**config.mk**
```make
export PLATFORM = sky130hd
export DESIGN_NAME = pcpa_ctrl
export DESIGN_NICKNAME = d
export VERILOG_FILES = /design/src/pcpa_pkg.sv /design/src/pcpa_ctrl.sv
export SDC_FILE = /design/constraint.sdc
export NUM_CORES = 1
export LEC_CHECK = 0
export BUFFER_PORTS_ARGS = -buffer_cell sky130_fd_sc_hd__buf_2
export CAP_MARGIN = 20
export CORE_AREA = 5 5 42 44
export CTS_BUF_LIST = sky130_fd_sc_hd__clkbuf_4 sky130_fd_sc_hd__clkbuf_8
export CTS_CLUSTER_DIAMETER = 80
export DETAILED_ROUTE_END_ITERATION = 8
export DIE_AREA = 0 0 47 49
export PLACE_DENSITY_LB_ADDON = 0.3
export SLEW_MARGIN = 20
export SYNTH_ARGS = -nofsm -noshare
export SYNTH_HDL_FRONTEND = slang
export SYNTH_SLANG_ARGS = --single-unit
```
**constraint.sdc**
```tcl
create_clock -name aclk -period 0.9 [get_ports aclk]
set_clock_uncertainty 0.1 [all_clocks]
set_input_delay 0.045 -clock aclk [delete_from_list [all_inputs] [get_ports aclk]]
set_output_delay 0.045 -clock aclk [all_outputs]
set_load 0.02 [all_outputs]
```
**src/pcpa_pkg.sv**
```systemverilog
package pcpa_pkg;

    localparam int CPU_COUNT  = 8;
    localparam int POOL_PAGES = 32768;
    localparam int PAGE_BYTES = 4096;

    localparam int ADDR_W  = 32;
    localparam int CPU_ID_W = 3;
    localparam int CPU_W   = (CPU_COUNT > 1) ? $clog2(CPU_COUNT) : 1;
    localparam int PAGE_W  = (POOL_PAGES > 1) ? $clog2(POOL_PAGES) : 1;
    localparam int LINK_W  = PAGE_W + 1;
    localparam int OFS_W   = $clog2(PAGE_BYTES);
    localparam int PN_W    = ADDR_W - OFS_W;
    localparam int BASE_W  = PN_W + 1;
    localparam int CFG_IDX_W = 2;

    typedef logic [CPU_W-1:0]  cpu_t;
    typedef logic [PAGE_W-1:0] page_t;
    typedef logic [LINK_W-1:0] link_t;

    // A head or link at or above POOL_PAGES marks the end of a list.
    localparam link_t NIL_LINK = LINK_W'(POOL_PAGES);

    localparam logic OP_ALLOC = 1'b0;
    localparam logic OP_FREE  = 1'b1;

    localparam logic [1:0] STATUS_OK      = 2'd0;
    localparam logic [1:0] STATUS_BAD_ADR = 2'd1;
    localparam logic [1:0] STATUS_NO_MEM  = 2'd2;

    localparam logic [CFG_IDX_W-1:0] CFG_LOWER_LIMIT = CFG_IDX_W'(0);
    localparam logic [CFG_IDX_W-1:0] CFG_UPPER_LIMIT = CFG_IDX_W'(1);

    localparam logic [ADDR_W-1:0] LOWER_LIMIT_RST = 32'h8000_0000;
    localparam logic [ADDR_W-1:0] UPPER_LIMIT_RST = 32'h8800_0000;

    typedef struct packed {
        logic load;         // capture the input transaction
        logic free_commit;  // push a valid free and emit its result
        logic read_issue;   // read the link of the selected head
        logic pop_commit;   // advance the head and emit the grant
        logic oom_emit;     // emit an out of memory result
    } pcpa_cmd_t;

    typedef struct packed {
        logic op_free;
        logic found;
        logic out_free;
    } pcpa_sts_t;

endpackage

```
**src/pcpa_ctrl.sv**
```systemverilog
module pcpa_ctrl
    import pcpa_pkg::*;
(
    input  logic      aclk,
    input  logic      aresetn,
    input  logic      s_valid,
    output logic      s_ready,
    input  pcpa_sts_t sts,
    output pcpa_cmd_t cmd
);

    typedef enum logic [1:0] {
        ST_IDLE,
        ST_CHECK,
        ST_POP
    } state_t;

    state_t state_reg;
    state_t state_next;

    always_comb begin
        state_next = state_reg;
        cmd        = '0;
        s_ready    = 1'b0;
        unique case (state_reg)
            ST_IDLE: begin
                s_ready = 1'b1;
                if (s_valid) begin
                    cmd.load   = 1'b1;
                    state_next = ST_CHECK;
                end
            end
            ST_CHECK: begin
                if (sts.op_free) begin
                    if (sts.out_free) begin
                        cmd.free_commit = 1'b1;
                        state_next      = ST_IDLE;
                    end
                end else if (sts.found) begin
                    cmd.read_issue = 1'b1;
                    state_next     = ST_POP;
                end else if (sts.out_free) begin
                    cmd.oom_emit = 1'b1;
                    state_next   = ST_IDLE;
                end
            end
            ST_POP: begin
                if (sts.out_free) begin
                    cmd.pop_commit = 1'b1;
                    state_next     = ST_IDLE;
                end
            end
            default: state_next = ST_IDLE;
        endcase
    end

    always_ff @(posedge aclk) begin
        if (!aresetn) begin
            state_reg <= ST_IDLE;
        end else begin
            state_reg <= state_next;
        end
    end

endmodule

```
==> metrics.cfg <==
[route]
drt_pass1_iterations=1
vias=188
ant_nets=0
wl_per_cell_um=8.21
routed_via_density=3.55
drtIter0Drc=0
drc=0
wirelength_um=435

[logic_synthesis]
synthesis.area_um2=154
syn_nets=24
yosys_warnings=0
async_flop_share_pct=0
synth_seq_area_share_pct=26.0
yosys_most_used_dff=dfxtp_1
synthCells=18
yosysUniqueCellTypes=13
synth_top_area_share_pct=26.0
synth_area_leaders=dfxtp_1, nor2b_4, nor3b_1
synth.largest_area_cell=dfxtp_1
ys_ff_latch=2
synth_commonest_cells=dfxtp_1, nand2_1, nor2_1, nor2b_4, nor3b_1
synth_edf_count=0
syn_avg_cell_area_um2=8.55

[global_route]
grt_pass1_vias=188
grt_max_degree=6
grt_util_met2_pct=4.75
overflow=0
top_usage_layer=met1
grt_first_pass_wirelength_um=821
grtUsageTotal_pct=5.34
use_met3_pct=3.69
gr-usage-met1_pct=7.21
antenna_found_initial=0

[cells_and_area]
antenna_cells=0
area_growth_syn_to_layout_pct=142
final_nets=45
nFillCells=154
drive_above_1_share_pct=83.8
fin_util_pct=26.6
largest_reg_flops=2
design_area_um2=373

[pwr]
p_per_area_nw_per_um2=1140
peakVddDrop_uv=542
p_leak_nw=0.167

[sta]
slew_violations=0
final-setup-viol-count=8
rsz0062_at_grt=yes
final_hold_viol_count=0
slew_headroom_pct=88.8
setup_slack_ns=-0.297
period_needed_ns=1.20
fmax_mhz=836
worst_slew_pin_slew_ns=0.168
finalCritPeriodShare_pct=133

[setup_path]
ff2ff_path_depth=4
cp-end-kind=output pin
ff2ff_setup_slack_ns=-0.17
worstPathRequired_ns=0.75
arrival_ns=1.05
r2r_start=state_reg[0]$_SDFFE_PN0P_
startpoint=state_reg[0]$_SDFFE_PN0P_
critPathCapture=cmd[4]
cp_max_fo=3
critical_path_class=register to output pin
r2r_end=state_reg[0]$_SDFFE_PN0P_
startpoint_type=register

[status]
violations=negative setup slack
status=complete, but fails checks

[placed_design]
routabilityCongestion=0.610
placed_cell_area_um2=260
dpl.hpwl_um=346
io_buffers=11
dp_slack_ns=-0.126

[flow_run]
max-cap-violations=0

[floorplanning]
fp.dieH_um=49
start_util_pct=11.0
die_area_um2=2300
die_w_um=47
ioPinCount=12
fp-row-count=14
core_area_um2=1400

[clock_network]
numClockSinks=2
clk_transition_reported_paths_ns=0.03
cts_made_buffers=3
cts.path.max_buffers=2
clk_latency_ns=0.22
htree_levels=1
cts.root.buffer_cell=clkbuf_4
cts_tree=built

[min_path]
min_path_type=input port to register

timing repair:
item | CTS | global route
hold buffers | 1 | 0
pin swaps | 3 | 1
gates cloned | 0 | 0
endpoints found under the setup margin | 8 | 8
endpoints found under the hold margin | 2 | 0
setup buffers | 3 | 0
gates resized for setup | 15 | 4
worst max-delay path, cell delays in order (launching register included):
cell and delay [ns]:
dfxtp_2 0.31, buf_4 0.13, nor2_2 0.13, and2_4 0.16, buf_6 0.10
layout by cell type, fill, tap and decap left out, drive strengths merged, types with 2 or more instances in the layout:
master   n
buf     15
nor3b    2
nand2    2
nor2b    2
clkbuf   3
dfxtp    2
nor2     2
worst min path at each step:
stage	startpoint	endpoint	slack, ns	depth (start not counted)
3_5_place_dp	aresetn	state_reg[1]$_SDFFE_PN0P_	0.17	2
3_3_place_gp	aresetn	state_reg[1]$_SDFFE_PN0P_	0.17	2
2_1_floorplan	sts[1]	cmd[0]	0.02	1
5_1_grt	sts[0]	state_reg[1]$_SDFFE_PN0P_	0.13	3
6_report	sts[0]	state_reg[1]$_SDFFE_PN0P_	0.12	3
4_1_cts	sts[0]	state_reg[1]$_SDFFE_PN0P_	0.1	3
stage by stage:
stage / power [mW] / hold WS [ns] / setup TNS [ns] / instances
floorplan: 0.155 / 0.0249 / -0.238 / 18
finish: 0.424 / 0.118 / -1.68 / 53
global placement: 0.197 / 0.166 / -0.538 / 47
global route: 0.469 / 0.128 / -2.11 / 53
detailed placement: 0.196 / 0.171 / -0.585 / 47
CTS: 0.426 / 0.0971 / -1.77 / 53
layout make-up:
type                       count  area [um2]  area share, %
timing repair buffer          16         133           35.6
clock buffer                   3        22.5           6.04
tap                           16        20.0           5.37
inverter                       1        3.75           1.01
sequential                     2        45.0           12.1
multi-input combinational     15         149           39.9
where the power goes:
group / switching [mW] / internal, mW / leakage (nW)
clock: 0.0421 / 0.146 / 0.0138
combinational: 0.0594 / 0.0786 / 0.136
sequential: 0.00456 / 0.0925 / 0.0175
total: 0.106 / 0.317 / 0.167
kinds of logic after synthesis:
group	Yosys count	synth area share [%]
buffers and inverters	1	2.44
AO/OA/AOI/OAI	2	8.95
AND/OR/NAND/NOR	13	62.6
flip-flops	2	26.0
per-layer routing:
metal | part of all wire [%] | vias to the layer above
met5 | 0 | -
met4 | 0 | 0
met3 | 8.0 | 0
met2 | 39 | 10
met1 | 52 | 79
li1 | - | 99
(Power assumes the default switching activity.)
